==> src/rtl/core/cbc_pkg.sv <==
// Types and constants of the cartridge bank controller.
`timescale 1ns / 1ps

package cbc_pkg;

  localparam int ClockRegs   = 5;
  localparam int ClkIdxW     = $clog2(ClockRegs);
  localparam int RomAddrBits = 23;
  localparam int RomBankW    = RomAddrBits - 14;
  localparam int RomSizeCap  = RomAddrBits - 15;
  localparam int PhysW       = 23;
  localparam int AddrW       = 16;
  localparam int ByteW       = 8;
  localparam int ApbAddrW    = 4;
  localparam int ApbDataW    = 32;

  localparam logic [3:0] RamEnKey    = 4'hA;
  localparam logic [7:0] ClkBankBase = 8'h08;

  // register indexes on the config port (byte address 4*index)
  localparam logic [1:0] RegKind     = 2'd0;
  localparam logic [1:0] RegRomSize  = 2'd1;
  localparam logic [1:0] RegRamCount = 2'd2;
  localparam logic [1:0] RegClock    = 2'd3;

  typedef enum logic [2:0] {
    TgtOutside = 3'd0,
    TgtRom     = 3'd1,
    TgtRam     = 3'd2,
    TgtImm     = 3'd3,
    TgtReg     = 3'd4,
    TgtDrop    = 3'd5
  } cbc_target_e;

  typedef enum logic [2:0] {
    KindNone = 3'd0,
    KindMbc1 = 3'd1,
    KindMbc2 = 3'd2,
    KindMbc3 = 3'd3,
    KindMbc5 = 3'd4
  } cbc_kind_e;

  typedef struct packed {
    logic [2:0] kind;
    logic [3:0] rom_code;
    logic [4:0] ram_cnt;
    logic       clk_present;
  } cbc_cfg_t;

  typedef struct packed {
    logic                  req_type;
    logic [AddrW-1:0]      address;
    logic [ByteW-1:0]      write_data;
  } cbc_req_t;

  typedef struct packed {
    cbc_target_e           target;
    logic [PhysW-1:0]      phys_address;
    logic [ByteW-1:0]      ram_write_data;
    logic [ByteW-1:0]      immediate_data;
    logic                  force_high_nibble;
  } cbc_result_t;

  typedef struct packed {
    logic [RomBankW-1:0]             rom_page;
    logic [7:0]                      ram_page;
    logic                            ram_en;
    logic                            mode;
    logic [7:0]                      latch;
    logic [ClockRegs-1:0][ByteW-1:0] latched;
  } cbc_state_t;

  typedef struct packed {
    logic                rom_page_we;
    logic [RomBankW-1:0] rom_page;
    logic                ram_page_we;
    logic [7:0]          ram_page;
    logic                ram_en_we;
    logic                ram_en;
    logic                mode_we;
    logic                mode;
    logic                latch_we;
    logic [7:0]          latch;
    logic                snap;
    logic                clk_we;
    logic [ClkIdxW-1:0]  clk_idx;
    logic [ByteW-1:0]    clk_data;
  } cbc_upd_t;

endpackage

==> src/rtl/core/cbc_chan_if.sv <==
// Valid/ready channel interfaces for bus accesses and translation results.
`timescale 1ns / 1ps

interface cbc_req_if;
  import cbc_pkg::*;
  logic                 valid;
  logic                 ready;
  logic                 req_type;
  logic [AddrW-1:0]     address;
  logic [ByteW-1:0]     write_data;

  modport source (output valid, req_type, address, write_data, input ready);
  modport sink   (input valid, req_type, address, write_data, output ready);
endinterface

interface cbc_rsp_if;
  import cbc_pkg::*;
  logic                 valid;
  logic                 ready;
  logic [2:0]           target;
  logic [PhysW-1:0]     phys_address;
  logic [ByteW-1:0]     ram_write_data;
  logic [ByteW-1:0]     immediate_data;
  logic                 force_high_nibble;

  modport source (output valid, target, phys_address, ram_write_data, immediate_data,
                  force_high_nibble, input ready);
  modport sink   (input valid, target, phys_address, ram_write_data, immediate_data,
                  force_high_nibble, output ready);
endinterface

==> src/rtl/core/cbc_decode.sv <==
// Access decode: result fields and bank register updates for one bus access.
`timescale 1ns / 1ps

module cbc_decode (
  input  cbc_pkg::cbc_cfg_t    cfg_i,
  input  cbc_pkg::cbc_state_t  st_i,
  input  cbc_pkg::cbc_req_t    req_i,
  output cbc_pkg::cbc_result_t res_o,
  output cbc_pkg::cbc_upd_t    upd_o
);
  import cbc_pkg::*;

  function automatic logic [RomBankW-1:0] nz_bank(input logic [RomBankW-1:0] b);
    return (b == '0) ? RomBankW'(1) : b;
  endfunction

  cbc_kind_e           kind;
  logic [3:0]          rom_cap;
  logic [RomBankW-1:0] rom_mask;
  logic [3:0]          ram_bmask;
  logic                has_ram;
  logic [RomBankW-1:0] hi_bits;
  logic [RomBankW-1:0] rom_lo_bank;
  logic [RomBankW-1:0] rom_hi_bank;
  logic [3:0]          ram_page_sel;
  logic [7:0]          clk_off;
  logic                clk_ok;
  logic [ClkIdxW-1:0]  clk_idx;
  logic                wr;
  logic [AddrW-1:0]    a;
  logic [ByteW-1:0]    v;

  always_comb begin
    kind    = (cfg_i.kind > 3'd4) ? KindNone : cbc_kind_e'(cfg_i.kind);
    rom_cap = (cfg_i.rom_code > 4'(RomSizeCap)) ? 4'(RomSizeCap) : cfg_i.rom_code;
    for (int i = 0; i < RomBankW; i++) begin
      rom_mask[i] = (i <= int'(rom_cap));
    end
    if (cfg_i.ram_cnt >= 5'd16)     ram_bmask = 4'hF;
    else if (cfg_i.ram_cnt >= 5'd8) ram_bmask = 4'h7;
    else if (cfg_i.ram_cnt >= 5'd4) ram_bmask = 4'h3;
    else if (cfg_i.ram_cnt >= 5'd2) ram_bmask = 4'h1;
    else                            ram_bmask = 4'h0;
    has_ram = (cfg_i.ram_cnt != 5'd0);
  end

  always_comb begin
    // MBC1 upper ROM bank bits come from the RAM bank register
    hi_bits      = {st_i.ram_page[3:0], 5'b0};
    rom_lo_bank  = (kind == KindMbc1 && st_i.mode) ? (hi_bits & rom_mask) : '0;
    rom_hi_bank  = ((kind == KindMbc1) ? (hi_bits | st_i.rom_page) : st_i.rom_page) & rom_mask;
    ram_page_sel = (kind == KindMbc1 && !st_i.mode) ? 4'h0 : st_i.ram_page[3:0];
    clk_off      = st_i.ram_page - ClkBankBase;
    clk_ok       = cfg_i.clk_present && (clk_off < 8'(ClockRegs));
    clk_idx      = clk_off[ClkIdxW-1:0];
  end

  always_comb begin
    wr    = req_i.req_type;
    a     = req_i.address;
    v     = req_i.write_data;
    res_o = '0;
    res_o.target = TgtOutside;
    upd_o = '0;
    upd_o.rom_page = nz_bank(RomBankW'(v[3:0]));
    upd_o.ram_en   = (v[3:0] == RamEnKey);
    upd_o.latch    = v;
    upd_o.mode     = v[0];
    upd_o.snap     = (st_i.latch == 8'd0) && (v == 8'd1);
    upd_o.clk_idx  = clk_idx;
    upd_o.clk_data = v;

    if (!a[15]) begin
      if (wr) begin
        res_o.target = TgtReg;
        if (kind == KindMbc2) begin
          if (a[14]) res_o.target = TgtDrop;
          else if (a[8]) upd_o.rom_page_we = 1'b1;
          else upd_o.ram_en_we = 1'b1;
        end else begin
          case (a[14:13])
            2'b00: upd_o.ram_en_we = 1'b1;
            2'b01: begin
              upd_o.rom_page_we = 1'b1;
              case (kind)
                KindMbc1: upd_o.rom_page = nz_bank(RomBankW'(v[4:0]));
                KindMbc3: upd_o.rom_page = nz_bank(RomBankW'(v[6:0]));
                KindMbc5: upd_o.rom_page = a[12] ? {v[0], st_i.rom_page[7:0]}
                                                 : {st_i.rom_page[8], v};
                default: begin
                  upd_o.rom_page_we = 1'b0;
                  res_o.target = TgtDrop;
                end
              endcase
            end
            2'b10: begin
              upd_o.ram_page_we = 1'b1;
              case (kind)
                KindMbc1: upd_o.ram_page = {6'b0, v[1:0]};
                KindMbc3: upd_o.ram_page = v;
                KindMbc5: upd_o.ram_page = {4'b0, v[3:0]};
                default: begin
                  upd_o.ram_page_we = 1'b0;
                  res_o.target = TgtDrop;
                end
              endcase
            end
            default: begin
              case (kind)
                KindMbc1: upd_o.mode_we = 1'b1;
                KindMbc3: upd_o.latch_we = 1'b1;
                default: res_o.target = TgtDrop;
              endcase
            end
          endcase
        end
      end else begin
        res_o.target       = TgtRom;
        res_o.phys_address = a[14] ? {rom_hi_bank, a[13:0]} : {rom_lo_bank, a[13:0]};
      end
    end else if (a[15:13] == 3'b101) begin
      if (!st_i.ram_en) begin
        res_o.target         = wr ? TgtDrop : TgtImm;
        res_o.immediate_data = wr ? 8'h00 : 8'hFF;
      end else if (kind == KindMbc2) begin
        res_o.target            = TgtRam;
        res_o.phys_address      = PhysW'(a[8:0]);
        res_o.ram_write_data    = wr ? {4'h0, v[3:0]} : 8'h00;
        res_o.force_high_nibble = !wr;
      end else if (kind == KindMbc3 && st_i.ram_page >= ClkBankBase) begin
        if (clk_ok) begin
          if (wr) begin
            res_o.target = TgtReg;
            upd_o.clk_we = 1'b1;
          end else begin
            res_o.target         = TgtImm;
            res_o.immediate_data = st_i.latched[clk_idx];
          end
        end else begin
          res_o.target         = wr ? TgtDrop : TgtImm;
          res_o.immediate_data = wr ? 8'h00 : 8'hFF;
        end
      end else if (has_ram) begin
        res_o.target         = TgtRam;
        res_o.phys_address   = PhysW'({ram_page_sel & ram_bmask, a[12:0]});
        res_o.ram_write_data = wr ? v : 8'h00;
      end else begin
        res_o.target         = wr ? TgtDrop : TgtImm;
        res_o.immediate_data = wr ? 8'h00 : 8'hFF;
      end
    end
  end

endmodule

==> src/rtl/core/cartridge_bank_controller.sv <==
// Top level of the cartridge bank controller: channels, config port, bank state.
`timescale 1ns / 1ps

// Channel   Dir  Role    Per transfer
// req_i     in   sink    req_type, address, write_data (one CPU bus access)
// rsp_o     out  source  target, phys_address, ram_write_data, immediate_data,
//                        force_high_nibble (one result per access)
// APB       in   slave   config writes/reads, registers at byte address 4*index
//
// Two-stage pipe: an access lands in the input register, is decoded
// combinationally and its result is written to the output register.
// One access per cycle sustained while rsp is not stalled; rsp valid comes
// from the output register, after the access passes the input register.
// Bank registers update as an access moves into the output register, so
// later accesses see earlier writes in order. A stalled rsp holds the output
// register; the input register still takes one access, then req_i.ready drops.
// rst_ni resets config, bank (ROM bank 1) and clock regs, both valid flags.

module cartridge_bank_controller (
  input  logic                           clk_i,
  input  logic                           rst_ni,
  cbc_req_if.sink                        req_i,
  cbc_rsp_if.source                      rsp_o,
  input  logic                           psel,
  input  logic                           penable,
  input  logic                           pwrite,
  input  logic [cbc_pkg::ApbAddrW-1:0]   paddr,
  input  logic [cbc_pkg::ApbDataW-1:0]   pwdata,
  output logic [cbc_pkg::ApbDataW-1:0]   prdata,
  output logic                           pready
);
  import cbc_pkg::*;

  // config registers
  cbc_cfg_t cfg_q;

  // bank and clock state
  logic [RomBankW-1:0]             rom_page_q;
  logic [7:0]                      ram_page_q;
  logic                            ram_en_q;
  logic                            mode_q;
  logic [7:0]                      latch_q;
  logic [ClockRegs-1:0][ByteW-1:0] clk_regs_q;
  logic [ClockRegs-1:0][ByteW-1:0] latched_q;

  // pipe registers
  logic        in_v_q;
  cbc_req_t    req_q;
  logic        out_v_q;
  cbc_result_t res_q;

  cbc_state_t  st;
  cbc_result_t res_d;
  cbc_upd_t    upd;
  logic        adv;
  logic        in_take;
  logic        cfg_wr;

  // ---------------------------------------------------------------- APB
  assign pready = 1'b1;
  assign cfg_wr = psel && penable && pwrite && pready;

  always_comb begin
    case (paddr[3:2])
      RegKind:     prdata = ApbDataW'(cfg_q.kind);
      RegRomSize:  prdata = ApbDataW'(cfg_q.rom_code);
      RegRamCount: prdata = ApbDataW'(cfg_q.ram_cnt);
      RegClock:    prdata = ApbDataW'(cfg_q.clk_present);
      default:     prdata = '0;
    endcase
  end

  always_ff @(posedge clk_i or negedge rst_ni) begin
    if (!rst_ni) begin
      cfg_q <= '0;
    end else if (cfg_wr) begin
      case (paddr[3:2])
        RegKind:     cfg_q.kind        <= pwdata[2:0];
        RegRomSize:  cfg_q.rom_code    <= pwdata[3:0];
        RegRamCount: cfg_q.ram_cnt     <= pwdata[4:0];
        RegClock:    cfg_q.clk_present <= pwdata[0];
        default: ;
      endcase
    end
  end

  // ---------------------------------------------------------------- flow
  // decode fires when the output register is free or being emptied
  assign adv         = in_v_q && (!out_v_q || rsp_o.ready);
  assign req_i.ready = !in_v_q || adv;
  assign in_take     = req_i.valid && req_i.ready;

  always_ff @(posedge clk_i or negedge rst_ni) begin
    if (!rst_ni) begin
      in_v_q  <= 1'b0;
      out_v_q <= 1'b0;
    end else begin
      if (in_take)  in_v_q <= 1'b1;
      else if (adv) in_v_q <= 1'b0;
      if (adv)                  out_v_q <= 1'b1;
      else if (rsp_o.ready)     out_v_q <= 1'b0;
    end
  end

  always_ff @(posedge clk_i) begin
    if (in_take) begin
      req_q.req_type   <= req_i.req_type;
      req_q.address    <= req_i.address;
      req_q.write_data <= req_i.write_data;
    end
    if (adv) res_q <= res_d;
  end

  // ---------------------------------------------------------------- decode
  assign st.rom_page = rom_page_q;
  assign st.ram_page = ram_page_q;
  assign st.ram_en   = ram_en_q;
  assign st.mode     = mode_q;
  assign st.latch    = latch_q;
  assign st.latched  = latched_q;

  cbc_decode u_decode (
    .cfg_i (cfg_q),
    .st_i  (st),
    .req_i (req_q),
    .res_o (res_d),
    .upd_o (upd)
  );

  // state commits only for the access that moves to the output register
  always_ff @(posedge clk_i or negedge rst_ni) begin
    if (!rst_ni) begin
      rom_page_q <= RomBankW'(1);
      ram_page_q <= '0;
      ram_en_q   <= 1'b0;
      mode_q     <= 1'b0;
      latch_q    <= '0;
      clk_regs_q <= '0;
      latched_q  <= '0;
    end else if (adv) begin
      if (upd.rom_page_we) rom_page_q <= upd.rom_page;
      if (upd.ram_page_we) ram_page_q <= upd.ram_page;
      if (upd.ram_en_we)   ram_en_q   <= upd.ram_en;
      if (upd.mode_we)     mode_q     <= upd.mode;
      if (upd.latch_we) begin
        latch_q <= upd.latch;
        if (upd.snap) latched_q <= clk_regs_q;
      end
      if (upd.clk_we) clk_regs_q[upd.clk_idx] <= upd.clk_data;
    end
  end

  // ---------------------------------------------------------------- output
  assign rsp_o.valid             = out_v_q;
  assign rsp_o.target            = res_q.target;
  assign rsp_o.phys_address      = res_q.phys_address;
  assign rsp_o.ram_write_data    = res_q.ram_write_data;
  assign rsp_o.immediate_data    = res_q.immediate_data;
  assign rsp_o.force_high_nibble = res_q.force_high_nibble;

endmodule

==> src/flat_wrapper.sv <==
// flat-port wrapper written by rule: the top's interface ports become plain ports
module cartridge_bank_controller_flat import cbc_pkg::*;
  (clk_i, rst_ni, psel, penable, pwrite, paddr, pwdata, prdata, pready, req_i_valid, req_i_req_type, req_i_address, req_i_write_data, req_i_ready, rsp_o_valid, rsp_o_target, rsp_o_phys_address, rsp_o_ram_write_data, rsp_o_immediate_data, rsp_o_force_high_nibble, rsp_o_ready);
  cbc_req_if req_i_i ();
  cbc_rsp_if rsp_o_i ();
  input  logic clk_i;
  input  logic rst_ni;
  input  logic psel;
  input  logic penable;
  input  logic pwrite;
  input  logic [cbc_pkg::ApbAddrW-1:0] paddr;
  input  logic [cbc_pkg::ApbDataW-1:0] pwdata;
  output logic [cbc_pkg::ApbDataW-1:0] prdata;
  output logic pready;
  input wire logic [$bits(req_i_i.valid)-1:0] req_i_valid;
  input wire logic [$bits(req_i_i.req_type)-1:0] req_i_req_type;
  input wire logic [$bits(req_i_i.address)-1:0] req_i_address;
  input wire logic [$bits(req_i_i.write_data)-1:0] req_i_write_data;
  output wire logic [$bits(req_i_i.ready)-1:0] req_i_ready;
  output wire logic [$bits(rsp_o_i.valid)-1:0] rsp_o_valid;
  output wire logic [$bits(rsp_o_i.target)-1:0] rsp_o_target;
  output wire logic [$bits(rsp_o_i.phys_address)-1:0] rsp_o_phys_address;
  output wire logic [$bits(rsp_o_i.ram_write_data)-1:0] rsp_o_ram_write_data;
  output wire logic [$bits(rsp_o_i.immediate_data)-1:0] rsp_o_immediate_data;
  output wire logic [$bits(rsp_o_i.force_high_nibble)-1:0] rsp_o_force_high_nibble;
  input wire logic [$bits(rsp_o_i.ready)-1:0] rsp_o_ready;
  assign req_i_i.valid = req_i_valid;
  assign req_i_i.req_type = req_i_req_type;
  assign req_i_i.address = req_i_address;
  assign req_i_i.write_data = req_i_write_data;
  assign req_i_ready = req_i_i.ready;
  assign rsp_o_valid = rsp_o_i.valid;
  assign rsp_o_target = rsp_o_i.target;
  assign rsp_o_phys_address = rsp_o_i.phys_address;
  assign rsp_o_ram_write_data = rsp_o_i.ram_write_data;
  assign rsp_o_immediate_data = rsp_o_i.immediate_data;
  assign rsp_o_force_high_nibble = rsp_o_i.force_high_nibble;
  assign rsp_o_i.ready = rsp_o_ready;
  cartridge_bank_controller u_core (.clk_i(clk_i), .rst_ni(rst_ni), .req_i(req_i_i), .rsp_o(rsp_o_i), .psel(psel), .penable(penable), .pwrite(pwrite), .paddr(paddr), .pwdata(pwdata), .prdata(prdata), .pready(pready));
endmodule
==> config.mk <==
export PLATFORM = sky130hd
export DESIGN_NAME = cartridge_bank_controller_flat
export DESIGN_NICKNAME = d
export VERILOG_FILES = /design/src/rtl/core/cbc_pkg.sv /design/src/rtl/core/cbc_chan_if.sv /design/src/rtl/core/cbc_decode.sv /design/src/rtl/core/cartridge_bank_controller.sv /design/src/flat_wrapper.sv
export SDC_FILE = /design/constraint.sdc
export NUM_CORES = 1
export LEC_CHECK = 0
export BUFFER_PORTS_ARGS = -buffer_cell sky130_fd_sc_hd__buf_2
export CELL_PAD_IN_SITES_DETAIL_PLACEMENT = 2
export CELL_PAD_IN_SITES_GLOBAL_PLACEMENT = 2
export CORE_MARGIN = 2
export CORE_UTILIZATION = 40
export CTS_BUF_LIST = sky130_fd_sc_hd__clkbuf_4
export DETAILED_ROUTE_END_ITERATION = 12
export PLACE_DENSITY_LB_ADDON = 0.3
export SYNTH_ARGS = -nofsm -noshare
export SYNTH_HDL_FRONTEND = slang
export SYNTH_SLANG_ARGS = --single-unit
==> constraint.sdc <==
create_clock -name clk_i -period 10.4 [get_ports clk_i]
set_input_delay 1.56 -clock clk_i [delete_from_list [all_inputs] [get_ports clk_i]]
set_output_delay 1.56 -clock clk_i [all_outputs]
set_load 0.01 [all_outputs]
==> flow_summary.yaml, run 1 <==
clock_tree:
  cts_tree: "built"
  post_cts_resize_count: 0
  clock_sinks: 190
  h-tree-depth: 4
  ctsRootBufferMaster: "clkbuf_4"
  numCtsBuffers: 17
  worstSkewPairLatency_ns: 0.63
  clkTransAtPathRegs_ns: 0.17
  cts_max_path_buffers: 2
  cts_hold_buf: 0
  post_cts_buffers: 0
critical_path:
  critPathKind: "in2out"
  timing.rr.start: "u_core.req_q[22]$_DFFE_PP_"
  endpoint_kind: "primary output"
  startpoint: "paddr[2]"
  arrival_ns: 2.46
  required_ns: 8.84
  rrSetupSlack_ns: 7.41
  cp-start-kind: "primary input"
  crit_fanout: 9
synthesis:
  yosys_most_used_dff: "dfrtp_1"
  synth_warnings: 0
  yosysSeqAreaShare: 0.5836
  synth-edff-count: 68
  synth_cell_types: 65
  syn_area_um2: 8732
  syn_inst: 663
  ys_seq_elements: 190
  syn_area_per_cell_um2: 13.17
  synthArstFlopShare: 0.6421
timing:
  finalHoldViolCount: 0
  finalSetupTns_ns: 0
  maxSlewViolCount: 0
  setup_viol: 0
  relSlewSlack: 0.2210
  max_clock_freq_mhz: 249.0
  rsz0062_at_grt: "false"
  finClkSkew_ns: 0.03952
  fin_crit_ns: 4.016
  worst_pin_slew_ns: 1.169
  timing.final.crit_share: 0.3862
power:
  power_frac_comb: 0.130
  leakagePower_uw: 0.004366
  ir_worst_vdd_v: 0.00007342
  netSwitchingPower_uw: 505.3
  power_density_nw_per_um2: 159.3
  clock_power_share: 0.282
  intPower_uw: 1020
  switching_share: 0.3313
  seq_power_share: 0.588
  p_total_uw: 1525
drt:
  vias_per_cell: 5.367
  wirelength_mm: 22.71
  ant_nets: 0
  drcViolationCount: 0
  drt_iter0_drc: 169
  avgRoutedWirePerCell_um: 22.10
  first_pass_iters: 4
  num_vias: 5517
die:
  die_h_um: 151.8
  rows: 54
  initial_core_util: 0.4039
  io_pins: 146
  coreArea_um2: 21620
  die_w_um: 151.8
  die-area_um2: 23030
placed_design:
  hpwlAfterDp_mm: 15.75
  io_buffers: 88
  gp_congestion: 0.8178
final_layout:
  drive_gt1_frac: 0.2999
  layout_commonest_cell: "dfrtp_1"
  areaGrowthSynthToFinish_pct: 9.629
  nets: 808
  final_cell_mix: "dfrtp_1 (121), buf_2 (87), edfxtp_1 (68), nand2_1 (42), mux2_4 (40)"
worst_hold_path:
  hold_start: "u_core.clk_regs_q[24]$_DFFE_PN0P_"
  holdCritPathClass: "reg2reg"
global_route:
  grt.overflow.total: 0
  grt_max_degree: 67
  grtUsageTotal: 0.2121
  antenna_found_initial: 1
  grt_pass1_wl_mm: 36.37
  grt_pass1_vias: 6179
flow_run:
  maxCapViolations: 0
outcome:
  status: "finished clean"
[per-layer routing]
layer | track usage | vias to the layer above | wire, µm | part of all wire
li1 | - | 2476 | - | -
met4 | 0.05417 | 0 | 295 | 0.013
met3 | 0.03024 | 20 | 631 | 0.028
met5 | 0 | - | 0 | 0
met2 | 0.3646 | 97 | 11710 | 0.52
met1 | 0.2833 | 2924 | 10080 | 0.44
[power groups by stage]
stage	Combinational (µW)	Clock [µW]	Sequential [µW]
2_1_floorplan	157	0	868
3_3_place_gp	188	0	907
3_5_place_dp	200	0	912
4_1_cts	202	443	897
5_1_grt	221	474	905
6_report	199	429	897
[metrics by stage]
stage               hold WS [ns]    util  cell area [µm²]  worst slack, ns  instances
global route              0.5330  0.4428             9573            6.367       1028
detailed placement        0.4826  0.4277             9246            6.384        995
global placement          0.4732  0.4277             9246            6.412        995
CTS                       0.5148  0.4427             9570            6.384       1027
floorplan                 0.4404       -             8830            5.752        689
finish                    0.5135  0.4428             9573            6.384       1028
[final timing paths]
| path | to | cells after the start |
|---|---|---|
| max | prdata[0] | 3 |
| min | u_core.clk_regs_q[24]$_DFFE_PN0P_ | 1 |
| max reg2reg | u_core.clk_regs_q[27]$_DFFE_PN0P_ | 6 |
| min reg2reg | u_core.clk_regs_q[24]$_DFFE_PN0P_ | 1 |
| max in group asynchronous | u_core.latched_q[20]$_DFFE_PN0P_ | 2 |
| min in group asynchronous | u_core.cfg_q[4]$_DFFE_PN0P_ | 1 |
[critical path, cell delays in order]
cell and delay, ns:
buf_2 0.20, mux4_2 0.53, buf_2 0.16
[state kept, by name (all words and copies together), names as in the netlist]
| signal | flops |
|---|---|
| u_core.cfg_q | 13 |
| u_core.clk_regs_q | 40 |
| u_core.in_v_q | 1 |
| u_core.latch_q | 8 |
| u_core.latched_q | 40 |
| u_core.mode_q | 1 |
| u_core.ram_en_q | 1 |
| u_core.ram_page_q | 8 |
| u_core.req_q | 25 |
| u_core.rom_page_q | 9 |
| u_core.rsp_o.force_high_nibble | 1 |
| u_core.rsp_o.immediate_data | 8 |
| u_core.rsp_o.phys_address | 23 |
| u_core.rsp_o.ram_write_data | 8 |
| u_core.rsp_o.target | 3 |
| u_core.rsp_o.valid | 1 |
[layout make-up]
cell class	count	area, µm²
antenna	1	2.502
clock buffer	17	127.6
clock inverter	15	196.4
fill	2167	12050
inverter	12	45.04
multi-input combinational	421	3282
sequential	190	5096
tap	280	350.3
timing repair buffer	92	473.0
[cell families after synthesis]
family | after synthesis | share of synthesized area
flip-flops | 190 | 0.5836
AND/OR/NAND/NOR | 168 | 0.1121
multiplexers | 121 | 0.1721
AO/OA/AOI/OAI | 96 | 0.06820
buffers and inverters | 78 | 0.05259
adder cells (fa/ha/maj) | 6 | 0.008597
other | 2 | 0.0008600
XOR/XNOR | 2 | 0.002006
[synth_stat cells, drive strengths merged, types with 8 or more instances]
master,instances,area (µm²)
nand2,43,163.9
nor2b,18,112.6
a31oi,9,71.32
buf,45,335.3
a21oi,22,121.4
o31ai,9,67.56
inv,11,41.29
mux2,103,1310
clkbuf,21,78.83
nand3,23,177.7
o21ai,37,188.9
edfxtp,68,2042
nor2,21,78.83
nor3,12,70.07
and2,9,58.81
dfrtp,121,3028
mux2i,17,170.2
and3,8,50.05
(Power assumes the default switching activity.)
==> run 2: changes to the inputs <==
--- a/config.mk
+++ b/config.mk
@@ -5,11 +5,12 @@
 export SDC_FILE = /design/constraint.sdc
 export NUM_CORES = 1
 export LEC_CHECK = 0
+export ABC_AREA = 1
 export BUFFER_PORTS_ARGS = -buffer_cell sky130_fd_sc_hd__buf_2
 export CELL_PAD_IN_SITES_DETAIL_PLACEMENT = 2
 export CELL_PAD_IN_SITES_GLOBAL_PLACEMENT = 2
 export CORE_MARGIN = 2
-export CORE_UTILIZATION = 40
+export CORE_UTILIZATION = 32
 export CTS_BUF_LIST = sky130_fd_sc_hd__clkbuf_4
 export DETAILED_ROUTE_END_ITERATION = 12
 export PLACE_DENSITY_LB_ADDON = 0.3
==> constraint.sdc (replaced) <==
create_clock -name clk_i -period 3.6 [get_ports clk_i]
set_input_delay 0.54 -clock clk_i [delete_from_list [all_inputs] [get_ports clk_i]]
set_output_delay 0.54 -clock clk_i [all_outputs]
set_load 0.01 [all_outputs]
==> flow_summary.yaml, run 2 <==
outcome:
  status: "finished clean"
critical_path:
  r2r-end: "u_core.latched_q[20]$_DFFE_PN0P_"
  cp-start-kind: "flip-flop"
  critPathSlowestCell: "edfxtp_1"
  endpoint_kind: "flip-flop"
  rr_worst_depth: 10
  critPathKind: "reg2reg"
  cp_cell_sequence: "inv_2 > nor2_4 > nand2_1 > nor2_1 > nand2_2 > nor2_1 > nand4_4 > buf_4 > nand2_1 > o21ai_1"
  crit_path_max_incr_delay_ns: 0.61
  arrival_ns: 3.36
  rrSetupSlack_ns: 0.71
  crit_fanout: 80
  required_ns: 4.07
  timing.rr.start: "u_core.req_q[24]$_DFFE_PP_"
drt:
  vias_per_cell: 4.812
  avgRoutedWirePerCell_um: 18.27
  drt_iter0_drc: 406
  drcViolationCount: 0
  num_vias: 6669
  wirelength_mm: 25.32
  ant_nets: 0
  first_pass_iters: 4
timing:
  max_clock_freq_mhz: 346.0
  finClkSkew_ns: 0.03754
  rsz0062_at_grt: "false"
  fin_ws_ns: 0.7101
  worst_pin_slew_ns: 1.140
  fin_crit_ns: 2.890
  finalSetupTns_ns: 0
  relSlewSlack: 0.2392
  timing.final.crit_share: 0.8027
  maxSlewViolCount: 0
  setup_viol: 0
  finalHoldViolCount: 0
synthesis:
  synth_most_common_cell: "nand2_1"
  synth_warnings: 0
  synth-edff-count: 68
  netlist.top_cell.by_area: "dfrtp_1"
  syn_inst: 940
  ys_seq_elements: 190
  yosysTopAreaCellShare: 0.3469
  netlist_top_cells_area: "dfrtp_1 (35%), edfxtp_1 (23%), nand2_1 (10%)"
  yosysSeqAreaShare: 0.5838
  syn_area_per_cell_um2: 9.287
  yosys-top-cells-count: "nand2_1 (239), dfrtp_1 (121), inv_1 (113)"
  yosys_most_used_dff: "dfrtp_1"
  syn_area_um2: 8730
  synth_cell_types: 44
  synthArstFlopShare: 0.6421
die:
  die_w_um: 169.2
  die-area_um2: 28620
  initial_core_util: 0.3248
  io_pins: 146
  die_h_um: 169.2
  rows: 60
  coreArea_um2: 26880
clock_tree:
  post_cts_buffers: 0
  worstSkewPairLatency_ns: 0.62
  ctsRootBufferMaster: "clkbuf_4"
  post_cts_resize_count: 0
  h-tree-depth: 4
  cts_max_path_buffers: 2
  clock_sinks: 190
  numCtsBuffers: 17
  clkTransAtPathRegs_ns: 0.20
  cts_tree: "built"
final_layout:
  final_cell_mix: "nand2_1 (239), dfrtp_1 (121), inv_1 (112), buf_2 (87), o21ai_1 (77)"
  areaGrowthSynthToFinish_pct: 11.42
  layout_commonest_cell: "nand2_1"
  finish.utilization: 0.3619
  largest_registers: "u_core.clk_regs_q (40), u_core.latched_q (40), u_core.req_q (25)"
  nets: 1105
  drive_gt1_frac: 0.1667
  n_fill_cell: 3027
power:
  leakagePower_uw: 0.004279
  power_density_nw_per_um2: 475.5
  ir_worst_vdd_v: 0.0001715
  p_total_uw: 4625
placed_design:
  hpwlAfterDp_mm: 18.30
  gp_congestion: 0.7843
  place_ws_ns: 0.7598
  io_buffers: 88
worst_hold_path:
  holdCritPathClass: "in2reg"
  hold_depth: 1
  hold_start: "req_i_write_data[6]"
  min_to: "u_core.req_q[6]$_DFFE_PP_"
global_route:
  grtUsageTotal: 0.1858
  grt_pass1_wl_mm: 40.96
  antenna_found_initial: 1
  grt_pass1_vias: 7224
  grt.overflow.total: 0
  grt_max_degree: 81
flow_run:
  maxCapViolations: 0
[run 2: cell count changes in the layout (fill, tap and decap cells not counted), sizes merged, moves of 10 or more]
cell | before | now
nor2 | 21 | 75
inv | 20 | 127
nand2 | 43 | 245
mux2i | 17 | 1
nor2b | 18 | 0
nand3 | 23 | 45
nand4 | 2 | 12
mux2 | 103 | 0
o21ai | 37 | 133
[run 2: repair_timing]
| action | 4_1_cts | 5_1_grt |
|---|---|---|
| setup endpoints to repair | 0 | 0 |
| hold buffers | 1 | 0 |
| endpoints found under the hold margin | 35 | 0 |
[run 2: how the worst max path moves through the flow]
| stage | from | endpoint | slack, ns | cells past startpoint |
|---|---|---|---|---|
| final | u_core.req_q[24]$_DFFE_PP_ | u_core.latched_q[20]$_DFFE_PN0P_ | 0.71 | 10 |
| after global placement | u_core.req_q[24]$_DFFE_PP_ | u_core.latched_q[7]$_DFFE_PN0P_ | 0.92 | 10 |
| after CTS | u_core.req_q[24]$_DFFE_PP_ | u_core.latched_q[20]$_DFFE_PN0P_ | 0.72 | 10 |
| after global routing | u_core.req_q[24]$_DFFE_PP_ | u_core.latched_q[12]$_DFFE_PN0P_ | 0.51 | 10 |
| after detailed placement | u_core.req_q[24]$_DFFE_PP_ | u_core.latched_q[5]$_DFFE_PN0P_ | 0.76 | 10 |
| after floorplan | rsp_o_ready | u_core.rsp_o.force_high_nibble$_SDFFCE_PN0P_ | 1.54 | 4 |
[run 2: worst max-delay path, delay by kind of cell (launching register included)]
kind | cells | cell delay (ns)
simple gates | 7 | 1.39
flops | 1 | 0.61
buf+inv | 2 | 0.61
compound gates | 1 | 0.08
[run 2: stage by stage]
step,cell area [µm²],std cells,hold slack [ns]
2_1_floorplan,8827,966,0.2444
3_3_place_gp,9438,1352,0.4664
3_5_place_dp,9438,1352,0.4700
4_1_cts,9724,1385,0.03080
5_1_grt,9727,1386,0.02178
6_report,9727,1386,0.08467
[run 2: area by class of cell]
type                       count  area, µm²  area share
antenna                        1      2.502   0.0002573
clock buffer                  17      127.6     0.01312
clock inverter                15      148.9     0.01531
inverter                     121      454.2     0.04669
multi-input combinational    599       2908      0.2989
sequential                   190       5096      0.5239
tap                          341      426.7     0.04386
timing repair buffer         102      563.0     0.05789
[run 2: routing by layer]
layer	vias up	global-route usage	wire length [µm]
met1	3348	0.2619	12340
met4	0	0.04980	292
met2	112	0.3035	11990
met5	-	0	0
li1	3187	-	-
met3	22	0.02332	684
[run 2: cell families after synthesis]
| group | Yosys count | synth area share |
|---|---|---|
| buffers and inverters | 177 | 0.09531 |
| XOR/XNOR | 1 | 0.001003 |
| AND/OR/NAND/NOR | 392 | 0.2008 |
| multiplexers | 1 | 0.001147 |
| AO/OA/AOI/OAI | 171 | 0.1085 |
| adder cells (fa/ha/maj) | 6 | 0.008599 |
| flip-flops | 190 | 0.5838 |
| other | 2 | 0.0008603 |
[run 2: where the power goes]
group	internal, µW	switching [µW]	leakage [µW]	total, µW
Clock	310	860	0.000139	1170
Combinational	251	660	0.00182	911
Sequential	2430	114	0.00232	2540
Total	2990	1630	0.00428	4630
==> run 3: changes to the inputs <==
--- a/config.mk
+++ b/config.mk
@@ -10,7 +10,7 @@
 export CELL_PAD_IN_SITES_DETAIL_PLACEMENT = 2
 export CELL_PAD_IN_SITES_GLOBAL_PLACEMENT = 2
 export CORE_MARGIN = 2
-export CORE_UTILIZATION = 32
+export CORE_UTILIZATION = 36
 export CTS_BUF_LIST = sky130_fd_sc_hd__clkbuf_4
 export DETAILED_ROUTE_END_ITERATION = 12
 export PLACE_DENSITY_LB_ADDON = 0.3
==> constraint.sdc (replaced) <==
create_clock -name clk_i -period 3 [get_ports clk_i]
set_input_delay 0.45 -clock clk_i [delete_from_list [all_inputs] [get_ports clk_i]]
set_output_delay 0.45 -clock clk_i [all_outputs]
set_load 0.01 [all_outputs]
==> flow_summary.yaml, run 3 (synthesis gave the netlist of run 2 again) <==
outcome:
  status: "finished clean"
clock_tree:
  worstSkewPairLatency_ns: 0.62
  cts_max_path_buffers: 2
  cts_tree: "built"
  h-tree-depth: 4
  numCtsBuffers: 17
  clock_sinks: 190
  ctsRootBufferMaster: "clkbuf_4"
  clkTransAtPathRegs_ns: 0.19
final_layout:
  nets: 1136
  fin_area_um2: 10020
  drive_gt1_frac: 0.1674
  largest_registers: "u_core.clk_regs_q (40), u_core.latched_q (40), u_core.req_q (25)"
  finish.utilization: 0.4243
  layout_commonest_cell: "nand2_1"
  final_cell_mix: "nand2_1 (239), dfrtp_1 (121), inv_1 (112), buf_2 (87), o21ai_1 (77)"
  areaGrowthSynthToFinish_pct: 14.76
power:
  netSwitchingPower_uw: 2029
  switching_share: 0.3581
  clock_power_share: 0.258
  seq_power_share: 0.548
  leakagePower_uw: 0.004436
  power_frac_comb: 0.194
  intPower_uw: 3637
  power_density_nw_per_um2: 565.6
  ir_worst_vdd_v: 0.0002584
timing:
  finalHoldViolCount: 0
  timing.final.crit_share: 0.8830
  max_clock_freq_mhz: 377.5
  fin_ws_ns: 0.3510
  fin_crit_ns: 2.649
  finalSetupTns_ns: 0
  rsz0062_at_grt: "false"
  finClkSkew_ns: 0.02776
  setup_viol: 0
  worst_pin_slew_ns: 0.7821
  maxSlewViolCount: 0
  relSlewSlack: 0.4786
drt:
  first_pass_iters: 5
  drcViolationCount: 0
  avgRoutedWirePerCell_um: 19.55
  drt_iter0_drc: 363
  ant_nets: 0
  vias_per_cell: 5.025
  num_vias: 7010
  wirelength_mm: 27.28
critical_path:
  critPathKind: "reg2reg"
  timing.rr.start: "u_core.req_q[22]$_DFFE_PP_"
  rrSetupSlack_ns: 0.35
  crit_fanout: 16
  cp-start-kind: "flip-flop"
  endpoint_kind: "flip-flop"
  endpoint: "u_core.clk_regs_q[9]$_DFFE_PN0P_"
  arrival_ns: 3.15
  rr_worst_depth: 9
  required_ns: 3.50
  r2r-end: "u_core.clk_regs_q[9]$_DFFE_PN0P_"
  startpoint: "u_core.req_q[22]$_DFFE_PP_"
die:
  die_w_um: 159.7
  rows: 56
  io_pins: 146
  die-area_um2: 25510
  initial_core_util: 0.3697
  die_h_um: 159.7
  coreArea_um2: 23610
global_route:
  grt.overflow.total: 0
  antenna_found_initial: 1
  grt_max_degree: 61
  grtUsageTotal: 0.2202
  grt_pass1_vias: 7587
  grt_pass1_wl_mm: 43.59
placed_design:
  io_buffers: 88
  place_ws_ns: 0.5032
  hpwlAfterDp_mm: 19.25
  placed_cell_area_um2: 9468
  gp_congestion: 0.8258
worst_hold_path:
  holdCritPathClass: "in2reg"
flow_run:
  maxCapViolations: 0
## run 3: worst min-delay path by stage
stage | to | cells past startpoint | slack (ns) | from
after floorplan | u_core.cfg_q[0]$_DFFE_PN0P_ | 0 | 0.15 | rst_ni
after global placement | u_core.clk_regs_q[11]$_DFFE_PN0P_ | 2 | 0.46 | u_core.clk_regs_q[11]$_DFFE_PN0P_
after detailed placement | u_core.clk_regs_q[32]$_DFFE_PN0P_ | 2 | 0.47 | u_core.clk_regs_q[32]$_DFFE_PN0P_
after CTS | u_core.req_q[15]$_DFFE_PP_ | 1 | 0.0003 | req_i_address[7]
after global routing | u_core.cfg_q[5]$_DFFE_PN0P_ | 3 | 0.05 | pwdata[4]
final | u_core.cfg_q[9]$_DFFE_PN0P_ | 3 | 0.07 | pwdata[3]
## run 3: what timing repair did
action | in CTS | in global routing
resized for setup | 0 | 0
hold buffers | 22 | 4
hold endpoints to repair | 72 | 4
setup buffers | 0 | 0
## run 3: layout make-up
type | instances | area (µm²)
clock buffer | 17 | 127.6
timing repair buffer | 133 | 870.8
inverter | 121 | 454.2
clock inverter | 15 | 160.2
fill | 2633 | 13590
multi-input combinational | 599 | 2908
tap | 319 | 399.1
antenna | 1 | 2.502
sequential | 190 | 5096
## run 3: metal layers
metal / track usage / up-vias / wire, µm
met5: 0 / - / 0
met4: 0.05826 / 0 / 441
met3: 0.03558 / 32 / 1105
met2: 0.3701 / 158 / 13420
met1: 0.2969 / 3579 / 12310
li1: - / 3241 / -
## run 3: metrics by stage
step           power, µW  hold WS [ns]  instances
2_1_floorplan       3729        0.1544        966
3_3_place_gp        4142        0.4648       1336
3_5_place_dp        4212        0.4734       1336
4_1_cts             5705     0.0002713       1390
5_1_grt             5956       0.05215       1395
6_report            5666       0.07083       1395
## run 3: power groups by stage
| stage | clock network (µW) | logic (µW) | registers (µW) |
|---|---|---|---|
| floorplan | 0 | 620 | 3110 |
| global placement | 0 | 1000 | 3140 |
| detailed placement | 0 | 1060 | 3150 |
| CTS | 1500 | 1100 | 3100 |
| global route | 1600 | 1220 | 3130 |
| finish | 1460 | 1100 | 3100 |
## run 3: worst max-delay path: stages, from the launching register on
cell and delay (ns):
edfxtp_1 0.52, inv_1 0.29, ha_1 0.31, nand2_1 0.10
nor2_1 0.18, nand2_1 0.19, nor2_4 0.38, nand3_4 0.31
nand2_1 0.17, o21ai_2 0.07
